===== src/design/assert_macros.svh =====
// ---------------------------------------------------------------------------
// assertion macros
// shared concurrent assertion forms, clocked on clk, off during rst
// ---------------------------------------------------------------------------
`ifndef ASSERT_MACROS_SVH
`define ASSERT_MACROS_SVH

// property that holds at every clock edge
`define ASSERT_ALWAYS(label, expr, msg) \
  label: assert property (@(posedge clk) disable iff (rst) (expr)) else $error(msg);

// antecedent in any cycle implies consequent in the next
`define ASSERT_NEXT(label, ante, cons, msg) \
  label: assert property (@(posedge clk) disable iff (rst) (ante) |=> (cons)) else $error(msg);

`endif


===== src/design/pdll_pkg.sv =====
// ---------------------------------------------------------------------------
// pdll_pkg
// command, status and sequencer types of the pooled linked list
// ---------------------------------------------------------------------------
package pdll_pkg;

  localparam logic [2:0] CMD_RESERVED = 3'd7;

  typedef enum logic [2:0] {
    OP_ADD      = 3'd0,
    OP_POP      = 3'd1,
    OP_PEEK     = 3'd2,
    OP_RM_VAL   = 3'd3,
    OP_RM_HDL   = 3'd4,
    OP_WALK_FWD = 3'd5,
    OP_WALK_BWD = 3'd6
  } op_t;

  typedef enum logic [1:0] {
    ST_OK        = 2'd0,
    ST_FULL      = 2'd1,
    ST_EMPTY     = 2'd2,
    ST_NOT_FOUND = 2'd3
  } status_t;

  typedef enum logic [3:0] {
    S_IDLE,
    S_ADD_W1,
    S_ADD_W2,
    S_PEEK_DT,
    S_UL_A,
    S_UL_B,
    S_RV_RD,
    S_RV_CK,
    S_WK_EM,
    S_EMIT
  } state_t;

endpackage


===== src/design/pdll_ram.sv =====
// ---------------------------------------------------------------------------
// pdll_ram
// generic single write, single registered read memory
// ---------------------------------------------------------------------------
module pdll_ram #(
  parameter int WIDTH = 8,
  parameter int DEPTH = 16
) (
  input  logic                     clk,
  input  logic                     we,
  input  logic [$clog2(DEPTH)-1:0] waddr,
  input  logic [WIDTH-1:0]         wdata,
  input  logic                     re,
  input  logic [$clog2(DEPTH)-1:0] raddr,
  output logic [WIDTH-1:0]         rdata
);

  logic [WIDTH-1:0] mem [DEPTH];

  always_ff @(posedge clk) begin
    if (we) begin
      mem[waddr] <= wdata;
    end
    if (re) begin
      rdata <= mem[raddr];
    end
  end

endmodule


===== src/design/pdll_fifo.sv =====
// ---------------------------------------------------------------------------
// pdll_fifo
// small register queue with full and empty flags
// ---------------------------------------------------------------------------
module pdll_fifo #(
  parameter int WIDTH = 8,
  parameter int DEPTH = 2
) (
  input  logic             clk,
  input  logic             rst,
  input  logic             push,
  input  logic [WIDTH-1:0] wdata,
  output logic             full,
  input  logic             pop,
  output logic [WIDTH-1:0] rdata,
  output logic             empty
);

  localparam int AW = (DEPTH > 1) ? $clog2(DEPTH) : 1;

  logic [WIDTH-1:0] mem [DEPTH];
  logic [AW-1:0]    wptr;
  logic [AW-1:0]    rptr;
  logic [AW:0]      count;
  logic             do_push;
  logic             do_pop;

  assign full    = (count == (AW+1)'(DEPTH));
  assign empty   = (count == '0);
  assign do_push = push && !full;
  assign do_pop  = pop && !empty;
  assign rdata   = mem[rptr];

  always_ff @(posedge clk) begin
    if (rst) begin
      wptr  <= '0;
      rptr  <= '0;
      count <= '0;
    end else begin
      if (do_push) begin
        wptr <= (wptr == AW'(DEPTH - 1)) ? '0 : wptr + 1'b1;
      end
      if (do_pop) begin
        rptr <= (rptr == AW'(DEPTH - 1)) ? '0 : rptr + 1'b1;
      end
      if (do_push && !do_pop) begin
        count <= count + 1'b1;
      end else if (do_pop && !do_push) begin
        count <= count - 1'b1;
      end
    end
  end

  always_ff @(posedge clk) begin
    if (do_push) begin
      mem[wptr] <= wdata;
    end
  end

endmodule


===== src/design/pdll_front.sv =====
// ---------------------------------------------------------------------------
// pdll_front
// takes commands, drops reserved codes, queues decoded commands
// ---------------------------------------------------------------------------
module pdll_front #(
  parameter int DW = 32,
  parameter int HW = 4
) (
  input  logic            clk,
  input  logic            rst,
  input  logic            push,
  output logic            full,
  input  logic [2:0]      command,
  input  logic [DW-1:0]   data_value,
  input  logic [HW-1:0]   node_handle,
  output logic            cmd_valid,
  input  logic            cmd_pop,
  output pdll_pkg::op_t   cmd_op,
  output logic [DW-1:0]   cmd_data,
  output logic [HW-1:0]   cmd_handle
);

  localparam int QW = 3 + DW + HW;

  logic          q_push;
  logic          q_empty;
  logic [QW-1:0] q_wdata;
  logic [QW-1:0] q_rdata;

  // reserved codes are taken and produce nothing
  assign q_push  = push && (command != pdll_pkg::CMD_RESERVED);
  assign q_wdata = {command, data_value, node_handle};

  pdll_fifo #(.WIDTH(QW), .DEPTH(2)) u_cmd_q (
    .clk   (clk),
    .rst   (rst),
    .push  (q_push),
    .wdata (q_wdata),
    .full  (full),
    .pop   (cmd_pop),
    .rdata (q_rdata),
    .empty (q_empty)
  );

  assign cmd_valid  = !q_empty;
  assign cmd_op     = pdll_pkg::op_t'(q_rdata[QW-1 -: 3]);
  assign cmd_data   = q_rdata[HW +: DW];
  assign cmd_handle = q_rdata[HW-1:0];

endmodule


===== src/design/pdll_back.sv =====
// ---------------------------------------------------------------------------
// pdll_back
// list sequencer: node memories, free list, link updates and walks
// ---------------------------------------------------------------------------
`include "assert_macros.svh"

module pdll_back #(
  parameter int CAPACITY = 16,
  parameter int DW       = 32
) (
  input  logic                            clk,
  input  logic                            rst,
  input  logic                            cmd_valid,
  output logic                            cmd_pop,
  input  pdll_pkg::op_t                   cmd_op,
  input  logic [DW-1:0]                   cmd_data,
  input  logic [$clog2(CAPACITY)-1:0]     cmd_handle,
  output logic                            out_push,
  input  logic                            out_full,
  output pdll_pkg::status_t               out_status,
  output logic [$clog2(CAPACITY)-1:0]     out_handle,
  output logic [DW-1:0]                   out_data,
  output logic [$clog2(CAPACITY+1)-1:0]   out_count,
  output logic                            out_last
);

  localparam int HW = $clog2(CAPACITY);
  localparam int LW = $clog2(CAPACITY + 1);
  localparam logic [LW-1:0] NIL = LW'(CAPACITY);

  pdll_pkg::state_t  state, state_next;

  logic [LW-1:0]     head, tail, free_head, used, n, p, x, steps;
  pdll_pkg::op_t     op_q;
  logic [DW-1:0]     value_q;
  logic [CAPACITY-1:0] occ, nv, pv;

  logic              re;
  logic [HW-1:0]     raddr, rd_addr_q;
  logic              nv_q, pv_q;
  logic              d_we, n_we, p_we;
  logic [HW-1:0]     d_waddr, n_waddr, p_waddr;
  logic [LW-1:0]     n_wdata, p_wdata;
  logic [DW-1:0]     d_rdata;
  logic [LW-1:0]     n_rdata, p_rdata, next_eff, prev_eff, nx;
  logic              walk_last;
  logic [LW-1:0]     start;
  logic              hdl_bad;

  pdll_pkg::status_t res_status;
  logic [HW-1:0]     res_handle;
  logic [DW-1:0]     res_data;

  pdll_ram #(.WIDTH(DW), .DEPTH(CAPACITY)) u_data (
    .clk(clk), .we(d_we), .waddr(d_waddr), .wdata(value_q),
    .re(re), .raddr(raddr), .rdata(d_rdata)
  );
  pdll_ram #(.WIDTH(LW), .DEPTH(CAPACITY)) u_next (
    .clk(clk), .we(n_we), .waddr(n_waddr), .wdata(n_wdata),
    .re(re), .raddr(raddr), .rdata(n_rdata)
  );
  pdll_ram #(.WIDTH(LW), .DEPTH(CAPACITY)) u_prev (
    .clk(clk), .we(p_we), .waddr(p_waddr), .wdata(p_wdata),
    .re(re), .raddr(raddr), .rdata(p_rdata)
  );

  // links never written read as their reset pattern
  assign next_eff  = nv_q ? n_rdata : ((rd_addr_q == '0) ? NIL : LW'(rd_addr_q) - 1'b1);
  assign prev_eff  = pv_q ? p_rdata : NIL;
  assign nx        = (op_q == pdll_pkg::OP_WALK_FWD) ? next_eff : prev_eff;
  assign walk_last = (nx == NIL) || (steps == NIL - 1'b1);
  assign start     = (cmd_op == pdll_pkg::OP_WALK_FWD) ? head : tail;
  assign hdl_bad   = (LW'(cmd_handle) >= NIL) || !occ[cmd_handle];

  always_ff @(posedge clk) begin
    if (rst) begin
      state <= pdll_pkg::S_IDLE;
    end else begin
      state <= state_next;
    end
  end

  always_comb begin
    state_next = state;
    cmd_pop    = 1'b0;
    re         = 1'b0;
    raddr      = n[HW-1:0];
    d_we       = 1'b0;
    n_we       = 1'b0;
    p_we       = 1'b0;
    d_waddr    = n[HW-1:0];
    n_waddr    = n[HW-1:0];
    p_waddr    = n[HW-1:0];
    n_wdata    = head;
    p_wdata    = NIL;
    out_push   = 1'b0;
    out_status = res_status;
    out_handle = res_handle;
    out_data   = res_data;
    out_count  = used;
    out_last   = 1'b1;
    case (state)
      pdll_pkg::S_IDLE: begin
        if (cmd_valid) begin
          cmd_pop    = 1'b1;
          state_next = pdll_pkg::S_EMIT;
          case (cmd_op)
            pdll_pkg::OP_ADD: begin
              if (used != NIL) begin
                re         = 1'b1;
                raddr      = free_head[HW-1:0];
                state_next = pdll_pkg::S_ADD_W1;
              end
            end
            pdll_pkg::OP_POP, pdll_pkg::OP_PEEK: begin
              if (head != NIL) begin
                re         = 1'b1;
                raddr      = head[HW-1:0];
                state_next = (cmd_op == pdll_pkg::OP_POP) ? pdll_pkg::S_UL_A
                                                          : pdll_pkg::S_PEEK_DT;
              end
            end
            pdll_pkg::OP_RM_VAL: state_next = pdll_pkg::S_RV_RD;
            pdll_pkg::OP_RM_HDL: begin
              if (!hdl_bad) begin
                re         = 1'b1;
                raddr      = cmd_handle;
                state_next = pdll_pkg::S_UL_A;
              end
            end
            pdll_pkg::OP_WALK_FWD, pdll_pkg::OP_WALK_BWD: begin
              if (start != NIL) begin
                re         = 1'b1;
                raddr      = start[HW-1:0];
                state_next = pdll_pkg::S_WK_EM;
              end
            end
            default: state_next = pdll_pkg::S_IDLE;
          endcase
        end
      end
      pdll_pkg::S_ADD_W1: begin
        d_we       = 1'b1;
        n_we       = 1'b1;
        p_we       = 1'b1;
        state_next = (head != NIL) ? pdll_pkg::S_ADD_W2 : pdll_pkg::S_EMIT;
      end
      pdll_pkg::S_ADD_W2: begin
        p_we       = 1'b1;
        p_waddr    = head[HW-1:0];
        p_wdata    = n;
        state_next = pdll_pkg::S_EMIT;
      end
      pdll_pkg::S_PEEK_DT: state_next = pdll_pkg::S_EMIT;
      pdll_pkg::S_UL_A: begin
        n_we       = (prev_eff != NIL);
        n_waddr    = prev_eff[HW-1:0];
        n_wdata    = next_eff;
        p_we       = (next_eff != NIL);
        p_waddr    = next_eff[HW-1:0];
        p_wdata    = prev_eff;
        state_next = pdll_pkg::S_UL_B;
      end
      pdll_pkg::S_UL_B: begin
        n_we       = 1'b1;
        n_wdata    = free_head;
        p_we       = 1'b1;
        state_next = pdll_pkg::S_EMIT;
      end
      pdll_pkg::S_RV_RD: begin
        if (n == NIL || steps == NIL) begin
          state_next = pdll_pkg::S_EMIT;
        end else begin
          re         = 1'b1;
          state_next = pdll_pkg::S_RV_CK;
        end
      end
      pdll_pkg::S_RV_CK: begin
        if (d_rdata == value_q) begin
          re         = 1'b1;
          state_next = pdll_pkg::S_UL_A;
        end else begin
          state_next = pdll_pkg::S_RV_RD;
        end
      end
      pdll_pkg::S_WK_EM: begin
        out_push   = !out_full;
        out_status = pdll_pkg::ST_OK;
        out_handle = n[HW-1:0];
        out_data   = d_rdata;
        out_last   = walk_last;
        if (!out_full) begin
          if (walk_last) begin
            state_next = pdll_pkg::S_IDLE;
          end else begin
            re    = 1'b1;
            raddr = nx[HW-1:0];
          end
        end
      end
      pdll_pkg::S_EMIT: begin
        out_push = !out_full;
        if (!out_full) begin
          state_next = pdll_pkg::S_IDLE;
        end
      end
      default: state_next = pdll_pkg::S_IDLE;
    endcase
  end

  // list registers and valid bits
  always_ff @(posedge clk) begin
    if (rst) begin
      head      <= NIL;
      tail      <= NIL;
      free_head <= NIL - 1'b1;
      used      <= '0;
      occ       <= '0;
      nv        <= '0;
      pv        <= '0;
    end else begin
      if (n_we) begin
        nv[n_waddr] <= 1'b1;
      end
      if (p_we) begin
        pv[p_waddr] <= 1'b1;
      end
      case (state)
        pdll_pkg::S_ADD_W1: begin
          free_head <= next_eff;
          occ[n[HW-1:0]] <= 1'b1;
          if (head == NIL) begin
            head <= n;
            tail <= n;
            used <= used + 1'b1;
          end
        end
        pdll_pkg::S_ADD_W2: begin
          head <= n;
          used <= used + 1'b1;
        end
        pdll_pkg::S_UL_B: begin
          if (head == n) begin
            head <= x;
          end
          if (tail == n) begin
            tail <= p;
          end
          free_head      <= n;
          occ[n[HW-1:0]] <= 1'b0;
          used           <= used - 1'b1;
        end
        default: ;
      endcase
    end
  end

  // working registers
  always_ff @(posedge clk) begin
    if (re) begin
      rd_addr_q <= raddr;
      nv_q      <= nv[raddr];
      pv_q      <= pv[raddr];
    end
    case (state)
      pdll_pkg::S_IDLE: begin
        op_q       <= cmd_op;
        value_q    <= cmd_data;
        steps      <= '0;
        res_handle <= '0;
        res_data   <= '0;
        case (cmd_op)
          pdll_pkg::OP_ADD: begin
            n          <= free_head;
            res_status <= pdll_pkg::ST_FULL;
          end
          pdll_pkg::OP_RM_HDL: begin
            n          <= LW'(cmd_handle);
            res_status <= pdll_pkg::ST_NOT_FOUND;
          end
          pdll_pkg::OP_WALK_FWD, pdll_pkg::OP_WALK_BWD: begin
            n          <= start;
            res_status <= pdll_pkg::ST_EMPTY;
          end
          pdll_pkg::OP_RM_VAL: begin
            n          <= head;
            res_status <= pdll_pkg::ST_NOT_FOUND;
          end
          default: begin
            n          <= head;
            res_status <= pdll_pkg::ST_EMPTY;
          end
        endcase
      end
      pdll_pkg::S_ADD_W1: begin
        res_status <= pdll_pkg::ST_OK;
        res_handle <= n[HW-1:0];
      end
      pdll_pkg::S_PEEK_DT: begin
        res_status <= pdll_pkg::ST_OK;
        res_handle <= n[HW-1:0];
        res_data   <= d_rdata;
      end
      pdll_pkg::S_UL_A: begin
        p        <= prev_eff;
        x        <= next_eff;
        res_data <= d_rdata;
      end
      pdll_pkg::S_UL_B: begin
        res_status <= pdll_pkg::ST_OK;
        res_handle <= n[HW-1:0];
      end
      pdll_pkg::S_RV_CK: begin
        if (d_rdata != value_q) begin
          n     <= next_eff;
          steps <= steps + 1'b1;
        end
      end
      pdll_pkg::S_WK_EM: begin
        if (!out_full && !walk_last) begin
          n     <= nx;
          steps <= steps + 1'b1;
        end
      end
      default: ;
    endcase
  end

  `ASSERT_ALWAYS(a_used_bound, used <= NIL, "element count above capacity")
  `ASSERT_ALWAYS(a_head_used, (head == NIL) == (used == '0), "head and count disagree")
  `ASSERT_ALWAYS(a_head_tail, (head == NIL) == (tail == NIL), "head and tail disagree")
  `ASSERT_NEXT(a_emit_done, state == pdll_pkg::S_EMIT && !out_full,
               state == pdll_pkg::S_IDLE, "single result not retired")

endmodule


===== src/design/pooled_doubly_linked_list.sv =====
// ---------------------------------------------------------------------------
// pooled_doubly_linked_list
// doubly linked list over a fixed node pool with a last-in-first-out free list
// ---------------------------------------------------------------------------
// channel  | handshake          | fields
// command  | push / full        | command, data_value, node_handle
// result   | pop / empty        | status, result_handle, data_out,
//          |                    | element_count, last_result
//
// add, pop, peek and remove by handle go straight to the result when full, empty
// or not found; the node memories have one registered read port each
// remove by value reads and checks each node in turn, then unlinks the match
// walks read the first node, then emit one element per cycle when not stalled
// synchronous reset; no clearing pass, unwritten links read as reset values
// a full result queue stalls the sequencer, a full command queue stalls push
module pooled_doubly_linked_list #(
  parameter int CAPACITY   = 16,
  parameter int DATA_WIDTH = 32
) (
  input  logic                            clk,
  input  logic                            rst,
  input  logic                            push,
  output logic                            full,
  input  logic [2:0]                      command,
  input  logic [DATA_WIDTH-1:0]           data_value,
  input  logic [$clog2(CAPACITY)-1:0]     node_handle,
  output logic                            empty,
  input  logic                            pop,
  output logic [1:0]                      status,
  output logic [$clog2(CAPACITY)-1:0]     result_handle,
  output logic [DATA_WIDTH-1:0]           data_out,
  output logic [$clog2(CAPACITY+1)-1:0]   element_count,
  output logic                            last_result
);

  localparam int HW = $clog2(CAPACITY);
  localparam int CW = $clog2(CAPACITY + 1);
  localparam int RW = 2 + HW + DATA_WIDTH + CW + 1;

  logic                  cmd_valid, cmd_pop;
  pdll_pkg::op_t         cmd_op;
  logic [DATA_WIDTH-1:0] cmd_data;
  logic [HW-1:0]         cmd_handle;
  logic                  out_push, out_full, out_last;
  pdll_pkg::status_t     out_status;
  logic [HW-1:0]         out_handle;
  logic [DATA_WIDTH-1:0] out_data;
  logic [CW-1:0]         out_count;
  logic [RW-1:0]         r_rdata;

  pdll_front #(.DW(DATA_WIDTH), .HW(HW)) u_front (
    .clk         (clk),
    .rst         (rst),
    .push        (push),
    .full        (full),
    .command     (command),
    .data_value  (data_value),
    .node_handle (node_handle),
    .cmd_valid   (cmd_valid),
    .cmd_pop     (cmd_pop),
    .cmd_op      (cmd_op),
    .cmd_data    (cmd_data),
    .cmd_handle  (cmd_handle)
  );

  pdll_back #(.CAPACITY(CAPACITY), .DW(DATA_WIDTH)) u_back (
    .clk        (clk),
    .rst        (rst),
    .cmd_valid  (cmd_valid),
    .cmd_pop    (cmd_pop),
    .cmd_op     (cmd_op),
    .cmd_data   (cmd_data),
    .cmd_handle (cmd_handle),
    .out_push   (out_push),
    .out_full   (out_full),
    .out_status (out_status),
    .out_handle (out_handle),
    .out_data   (out_data),
    .out_count  (out_count),
    .out_last   (out_last)
  );

  pdll_fifo #(.WIDTH(RW), .DEPTH(2)) u_res_q (
    .clk   (clk),
    .rst   (rst),
    .push  (out_push),
    .wdata ({out_status, out_handle, out_data, out_count, out_last}),
    .full  (out_full),
    .pop   (pop),
    .rdata (r_rdata),
    .empty (empty)
  );

  assign {status, result_handle, data_out, element_count, last_result} = r_rdata;

endmodule

===== config.mk =====
export PLATFORM = sky130hd
export DESIGN_NAME = pooled_doubly_linked_list
export DESIGN_NICKNAME = d
export VERILOG_FILES = /design/src/design/pdll_pkg.sv /design/src/design/pdll_ram.sv /design/src/design/pdll_fifo.sv /design/src/design/pdll_front.sv /design/src/design/pdll_back.sv /design/src/design/pooled_doubly_linked_list.sv
export VERILOG_INCLUDE_DIRS = /design/src /design/src/design
export SDC_FILE = /design/constraint.sdc
export NUM_CORES = 2
export LEC_CHECK = 0
export BUFFER_PORTS_ARGS = -buffer_cell sky130_fd_sc_hd__buf_2
export CELL_PAD_IN_SITES_DETAIL_PLACEMENT = 1
export CELL_PAD_IN_SITES_GLOBAL_PLACEMENT = 1
export CORE_MARGIN = 2
export CORE_UTILIZATION = 45
export DETAILED_ROUTE_END_ITERATION = 10
export GPL_ROUTABILITY_DRIVEN = 0
export PLACE_DENSITY = 0.75
export SKIP_CTS_REPAIR_TIMING = 1
export SLEW_MARGIN = 25
export SYNTH_ARGS = -nofsm -noshare
export SYNTH_HDL_FRONTEND = slang
export SYNTH_SLANG_ARGS = --single-unit

===== constraint.sdc =====
create_clock -name clk -period 12.95 [get_ports clk]
set_input_delay 1.9425 -clock clk [delete_from_list [all_inputs] [get_ports clk]]
set_output_delay 1.9425 -clock clk [all_outputs]
set_load 0.03 [all_outputs]

# ---- Yosys cells after proc, flatten, opt, wreduce, memory -nomap -nowiden
# Memory sizes are Yosys's and may differ from the RTL's. A register that Yosys moved wholly into a read port is not among the register bits.
# Index checks and enable logic that the tools add are counted.
dict set report totals {
  ff_bits 179
  mem_bits_rw 838
  inputBits 43
  out_inout_bits 46
  wordCells 255
  memories 5
}
dict set report op_classes {
  add_sub_neg 12
  order_cmp 8
  eq_ne 42
  n_mux 107
  n_bitwise 5
  reduce_logical 50
}
# memory depth word_bits read_ports rd_clocked_by_memory_dff write_ports line
set mem_list {}
lappend mem_list {u_back.u_data.mem 16 32 1 1 1 pdll_ram.sv:18} ;# logic [WIDTH-1:0] mem [DEPTH];
lappend mem_list {u_res_q.mem 2 44 1 1 1 pdll_fifo.sv:21} ;# logic [WIDTH-1:0] mem [DEPTH];
lappend mem_list {u_back.u_next.mem 16 5 1 1 1 pdll_ram.sv:18}
lappend mem_list {u_back.u_prev.mem 16 5 1 1 1 pdll_ram.sv:18}
lappend mem_list {u_front.u_cmd_q.mem 2 39 1 1 1 pdll_fifo.sv:21}
# cell n
set ops {}
lappend ops {{5-bit case mux with 3 select lines} 5}
lappend ops {{4-bit 2-to-1 mux} 18}
lappend ops {{5-bit 2-to-1 mux} 13}
lappend ops {{32-bit case mux with 2 select lines} 1}
lappend ops {{16-bit OR} 3}
lappend ops {{5-bit case mux with 2 select lines} 4}
lappend ops {{1-bit 2-to-1 mux} 39}
lappend ops {{32-bit equality test} 1}
lappend ops {{32-bit 2-to-1 mux} 1}
lappend ops {{32-bit inequality test} 1}
lappend ops {{16-bit case mux with 2 select lines} 1}
lappend ops {{4-bit case mux with 8 select lines} 1}
lappend ops {{4-bit by 5-bit < comparator with 1-bit output, second input constant} 5}
lappend ops {{5-bit inequality test, second input constant} 5}
lappend ops {{4-bit case mux with 2 select lines} 3}
lappend ops {{5-bit equality test, second input constant} 4}
lappend ops {{4-bit case mux with 5 select lines} 1}
lappend ops {{16-bit bitwise AND} 1}
lappend ops {{4-bit by 3-bit equality test with 1-bit output, second input constant} 4}
lappend ops {{16-bit NOT} 1}
lappend ops {{4-bit case mux with 4 select lines} 1}
lappend ops {{1-bit logical AND} 13}
lappend ops {{1-bit binary-select mux with 4-bit select} 3}
lappend ops {{1-bit demux with 4-bit select} 3}
lappend ops {{other kinds (36)} 92}

# ---- Longest topological paths before layout
dict set report logic_depth {
  ltp_word 11
  ltp_mapped 17
  depth_no_buf 13
}

# ---- Hierarchy
# Synthesis repeated with hierarchy kept, for this count alone.
dict set report hier_totals {
  cells_unflattened 2429
  hier_area_um2 42517.0
}
# mod n_inst cells_per_inst area_per_inst_um2 seq_area_each_um2
set modules_own_cells {}
lappend modules_own_cells {{pdll_ram (u_back.u_data)} 1 838 20155.6 16335.7}
lappend modules_own_cells {pdll_back 1 970 9409.0 4414.2}
lappend modules_own_cells {{pdll_ram (u_back.u_next ...)} 2 155 3263.1 2552.4}
lappend modules_own_cells {{pdll_fifo (u_res_q)} 1 162 3388.2 2742.6}
lappend modules_own_cells {{pdll_fifo (u_front.u_cmd_q)} 1 146 3024.2 2442.3}
lappend modules_own_cells {pdll_front 1 3 13.8 0.0}

# ---- Worst setup path before layout
# OpenSTA, ideal clock, no wires.
dict set report synth_path {
  kind {register to register}
  start {register u_back.state[2]}
  end {memory u_res_q.mem[0][0] in the netlist's numbering, enable pin}
  setup_time_ns 0.500
  arrival_ns 3.951
  required_ns 12.450
  setup_slack_ns 8.499
  path_stages_with_launch 6
  path_buffers 2
  period_less_slack_ns 4.451
  cell_sequence {dfxtp_1 clkbuf_1 clkbuf_1 nor2_1 nand2_1 nor3_1}
}
dict set report synth_via {
  elab_chain_len 6
  elab_cells_between_ends 7
  cone_classes {2 x eq/ne; 3 x mux; 2 x reduce/logical}
}
# element line
set synth_lines {}
lappend synth_lines {{from (decl)} pdll_back.sv:31} ;# pdll_pkg::state_t state, state_next;
lappend synth_lines {{from (signal assigned)} pdll_back.sv:77} ;# state <= pdll_pkg::S_IDLE;
lappend synth_lines {{from (signal assigned)} pdll_back.sv:79} ;# state <= state_next;
lappend synth_lines {{4-bit equality test} pdll_back.sv:102} ;# case (state)
lappend synth_lines {{2-bit OR reduction (no source line) *} -}
lappend synth_lines {{1-bit 2-to-1 mux *} -}
lappend synth_lines {{1-bit logical AND *} pdll_fifo.sv:30} ;# assign do_push = push && !full;
lappend synth_lines {{1-bit 2-to-1 mux *} pdll_fifo.sv:55} ;# if (do_push) begin
lappend synth_lines {{1-bit 2-to-1 mux (not written as such) *} pdll_fifo.sv:56} ;# mem[wptr] <= wdata;
lappend synth_lines {{to (decl)} pdll_fifo.sv:21}
# Mark *: on every way between the ends. The rest lies on a longest branch, timed or not.

==> flow_summary.json <==
{
  "rows": 114,
  "ctsHtreeMaxLevel": 3,
  "min-delay-start": "u_back.nv[10]$_SDFFE_PP0P_",
  "fin_worst_skew_ps": 64.5,
  "grt_start_max_net_pins": 134,
  "cap_violations": 0,
  "routedWlPerCell_um": 28.7,
  "cts_root_buf": "clkbuf_16",
  "p_sw_share_pct": 39.7,
  "die_w_um": 316,
  "drc_errors": 0,
  "first_global_vias": 28700,
  "mostFrequentLayoutCells": "edfxtp_1, nand3_1, nand2_1",
  "vias_per_cell": 6.29,
  "use_met2_pct": 41.3,
  "areaGrowthSynthToFinish_pct": 12.8,
  "syn_area_mm2": 0.0438,
  "netlist_instances": 3014,
  "core_area_mm2": 0.0966,
  "fmax_mhz": 157,
  "rsz0062_at_grt": "false",
  "max_slew_margin_pct": 26.9,
  "tritoncts": "built",
  "rr_worst_depth": 14,
  "dpl_cell_area_mm2": 0.0457,
  "antenna_found_initial": 0,
  "n_antenna_cell": 0,
  "stdcell_count": 4426,
  "seq_power_share_pct": 39.0,
  "die_area_mm2": 0.0999,
  "grt_busiest_layer": "met2",
  "dp_slack_ps": 6940,
  "hold_slack_ps": 476,
  "synth.avg_cell_area_um2": 14.5,
  "worst_pin_slew_ps": 1100,
  "final_common_cell": "edfxtp_1",
  "status": "complete, no violations",
  "drive_above_1_share_pct": 15.7,
  "fp.dieH_um": 316,
  "drt_iter0_markers": 3055,
  "cts_buffer_depth": 3,
  "p_clk_share_pct": 24.1,
  "clk_latency_ps": 710,
  "path_max_fanout": 60,
  "antenna_violating_nets_post_route": 0,
  "p_switching_mw": 5.32,
  "grt_use_total_pct": 25.1,
  "path_clk_slew_ps": 70,
  "syn-num-nets": 3066,
  "setup_tns_ps": 0,
  "synth_edf_count": 979,
  "fin_crit_sh_pct": 49.1,
  "drv_slew": 0,
  "wirelength_mm": 127,
  "crit_required_ps": 13360,
  "layout_min_cycle_time_ps": 6360,
  "r2r_setup_slack_ps": 6590,
  "yosys_warnings": 0,
  "r2r-end": "u_back.u_data.rdata[22]$_DFFE_PP_",
  "synthFlopType": "edfxtp_1",
  "synthArstFlopShare_pct": 0,
  "hold_violations": 0,
  "internal-power_mw": 8.08,
  "vias": 27800,
  "fin_area_mm2": 0.0494,
  "end_kind": "flop",
  "grt_pass1_wl_mm": 188,
  "gr-usage-met1_pct": 33.6,
  "powerDensity_mw_per_mm2": 271,
  "cp_data_arrival_time_ps": 6770,
  "dp_hpwl_mm": 73.7,
  "port_buffers": 88,
  "ys_seq_elements": 1061,
  "timing.critical_path.from_type": "flop",
  "ir_drop_uv": 256,
  "fin_nets": 3110,
  "start_util_pct": 45.4,
  "met3_usage_pct": 4.64,
  "min_to": "u_back.nv[10]$_SDFFE_PP0P_",
  "fin_ws_ps": 6590,
  "ios": 89,
  "worstSetupPathType": "flop to flop",
  "place_inst": 4227,
  "drt_first_pass_iters": 5,
  "min_path_type": "flop to flop",
  "numCtsBuffers": 105,
  "cts.sinks": 1061,
  "hold_depth": 2,
  "setup_viol": 0,
  "synth_cell_types": 87,
  "combPwrFrac_pct": 36.8,
  "synth_seq_area_share_pct": 70.8,
  "overflow": 0,
  "p_leak_nw": 16.2
}
[layer usage]
metal  vias up  part of all wire [%]
li1      11800                     -
met1     14400                    41
met2      1339                    48
met3       286                   7.8
met4         0                   3.3
met5         -                     0
[Yosys cell counts (5+ instances only)]
cell / n / share of area, %
a2111oi_0: 176 / 3.5
a211oi_1: 18 / 0.31
a21o_1: 14 / 0.24
a21oi_1: 49 / 0.56
a221oi_1: 9 / 0.18
a22oi_1: 5 / 0.086
a31oi_1: 7 / 0.10
and2_1: 38 / 0.54
and3_1: 10 / 0.14
buf_1: 8 / 0.069
buf_2: 34 / 0.39
clkbuf_1: 160 / 1.4
dfxtp_1: 82 / 3.7
edfxtp_1: 979 / 67
ha_1: 8 / 0.23
inv_1: 24 / 0.21
mux2_1: 7 / 0.18
mux2_2: 121 / 3.1
mux2i_1: 189 / 4.3
nand2_1: 193 / 1.7
nand2b_1: 12 / 0.17
nand3_1: 197 / 2.2
nand3b_1: 6 / 0.10
nand4_1: 10 / 0.14
nor2_1: 183 / 1.6
nor2b_1: 13 / 0.19
nor3_1: 15 / 0.17
nor4_1: 5 / 0.071
o211ai_1: 8 / 0.14
o21a_1: 5 / 0.086
o21ai_0: 178 / 2.0
o221ai_1: 6 / 0.12
o22a_1: 89 / 1.8
or2_2: 5 / 0.071
or3_1: 7 / 0.10
xnor2_1: 48 / 0.96
xor2_1: 11 / 0.22
[sequential cells by signal, indices dropped and copies added, names as in the netlist, 16 cells and up, named ones only]
| register | cells |
|---|---|
| u_back.u_next.mem | 80 |
| u_back.pv | 16 |
| u_back.u_prev.mem | 80 |
| u_back.value_q | 32 |
| u_front.u_cmd_q.mem | 78 |
| u_back.nv | 16 |
| u_back.res_data | 32 |
| u_back.u_data.mem | 512 |
| u_res_q.mem | 88 |
| u_back.u_data.rdata | 32 |
[power groups by stage]
stage | clock (mW) | combinational [mW] | sequential, mW
3_5_place_dp | 0 | 4.81 | 5.27
2_1_floorplan | 0 | 3.24 | 4.99
6_report | 3.24 | 4.93 | 5.23
3_3_place_gp | 0 | 4.65 | 5.21
5_1_grt | 3.39 | 5.23 | 5.27
4_1_cts | 3.27 | 4.88 | 5.21
[final cells by class]
type	count	area, um2
Tap cell	1276	1600
Timing Repair Buffer	145	910
Fill cell	9273	47100
Sequential cell	1061	31000
Clock buffer	135	2800
Clock inverter	64	907
Inverter	30	114
Multi-Input combinational cell	1715	12100
[worst max-delay path: stages (launching register included)]
cell and delay (ps):
dfxtp_2 340, buf_4 610, mux2i_2 450, mux4_2 550, mux2i_1 250, o211ai_2 230
o22ai_2 380, nor2_1 90, o22a_4 210, buf_4 380, inv_2 630, buf_4 670
a2111oi_0 180, a2111oi_0 770, nand3_1 210
[worst max path at each step]
| stage | cells past startpoint | slack (ps) | startpoint | end |
|---|---|---|---|---|
| after floorplan | 5 | 8500 | u_back.state[2]$_SDFFE_PP0P_ | u_res_q.mem[0][0]$_DFFE_PP_ |
| final | 14 | 6590 | flop | u_back.u_data.rdata[22]$_DFFE_PP_ |
| after global placement | 15 | 7120 | flop | u_back.u_prev.rdata[3]$_DFFE_PP_ |
| after global routing | 13 | 6390 | flop | u_back.u_data.rdata[22]$_DFFE_PP_ |
| after CTS | 13 | 6660 | flop | u_back.u_data.rdata[22]$_DFFE_PP_ |
| after detailed placement | 13 | 6940 | flop | u_back.u_data.rdata[17]$_DFFE_PP_ |
[logic make-up (layout without fill, tap and decap cells)]
| family | count (synthesis) | count (layout) | synth area share [%] |
|---|---|---|---|
| AO/OA/AOI/OAI | 604 | 604 | 10.0 |
| XOR/XNOR | 59 | 59 | 1.18 |
| adder cells (fa/ha/maj) | 9 | 9 | 0.274 |
| buffers and inverters | 238 | 374 | 2.21 |
| flip-flops | 1061 | 1061 | 70.8 |
| multiplexers | 323 | 323 | 7.87 |
| AND/OR/NAND/NOR | 720 | 720 | 7.66 |
[per-stage QoR]
stage / utilization, % / power (mW)
2_1_floorplan: - / 8.22
3_3_place_gp: 47.3 / 9.86
3_5_place_dp: 47.4 / 10.1
4_1_cts: 51.2 / 13.4
5_1_grt: 51.2 / 13.9
6_report: 51.2 / 13.4
(Power assumes the default switching activity.)
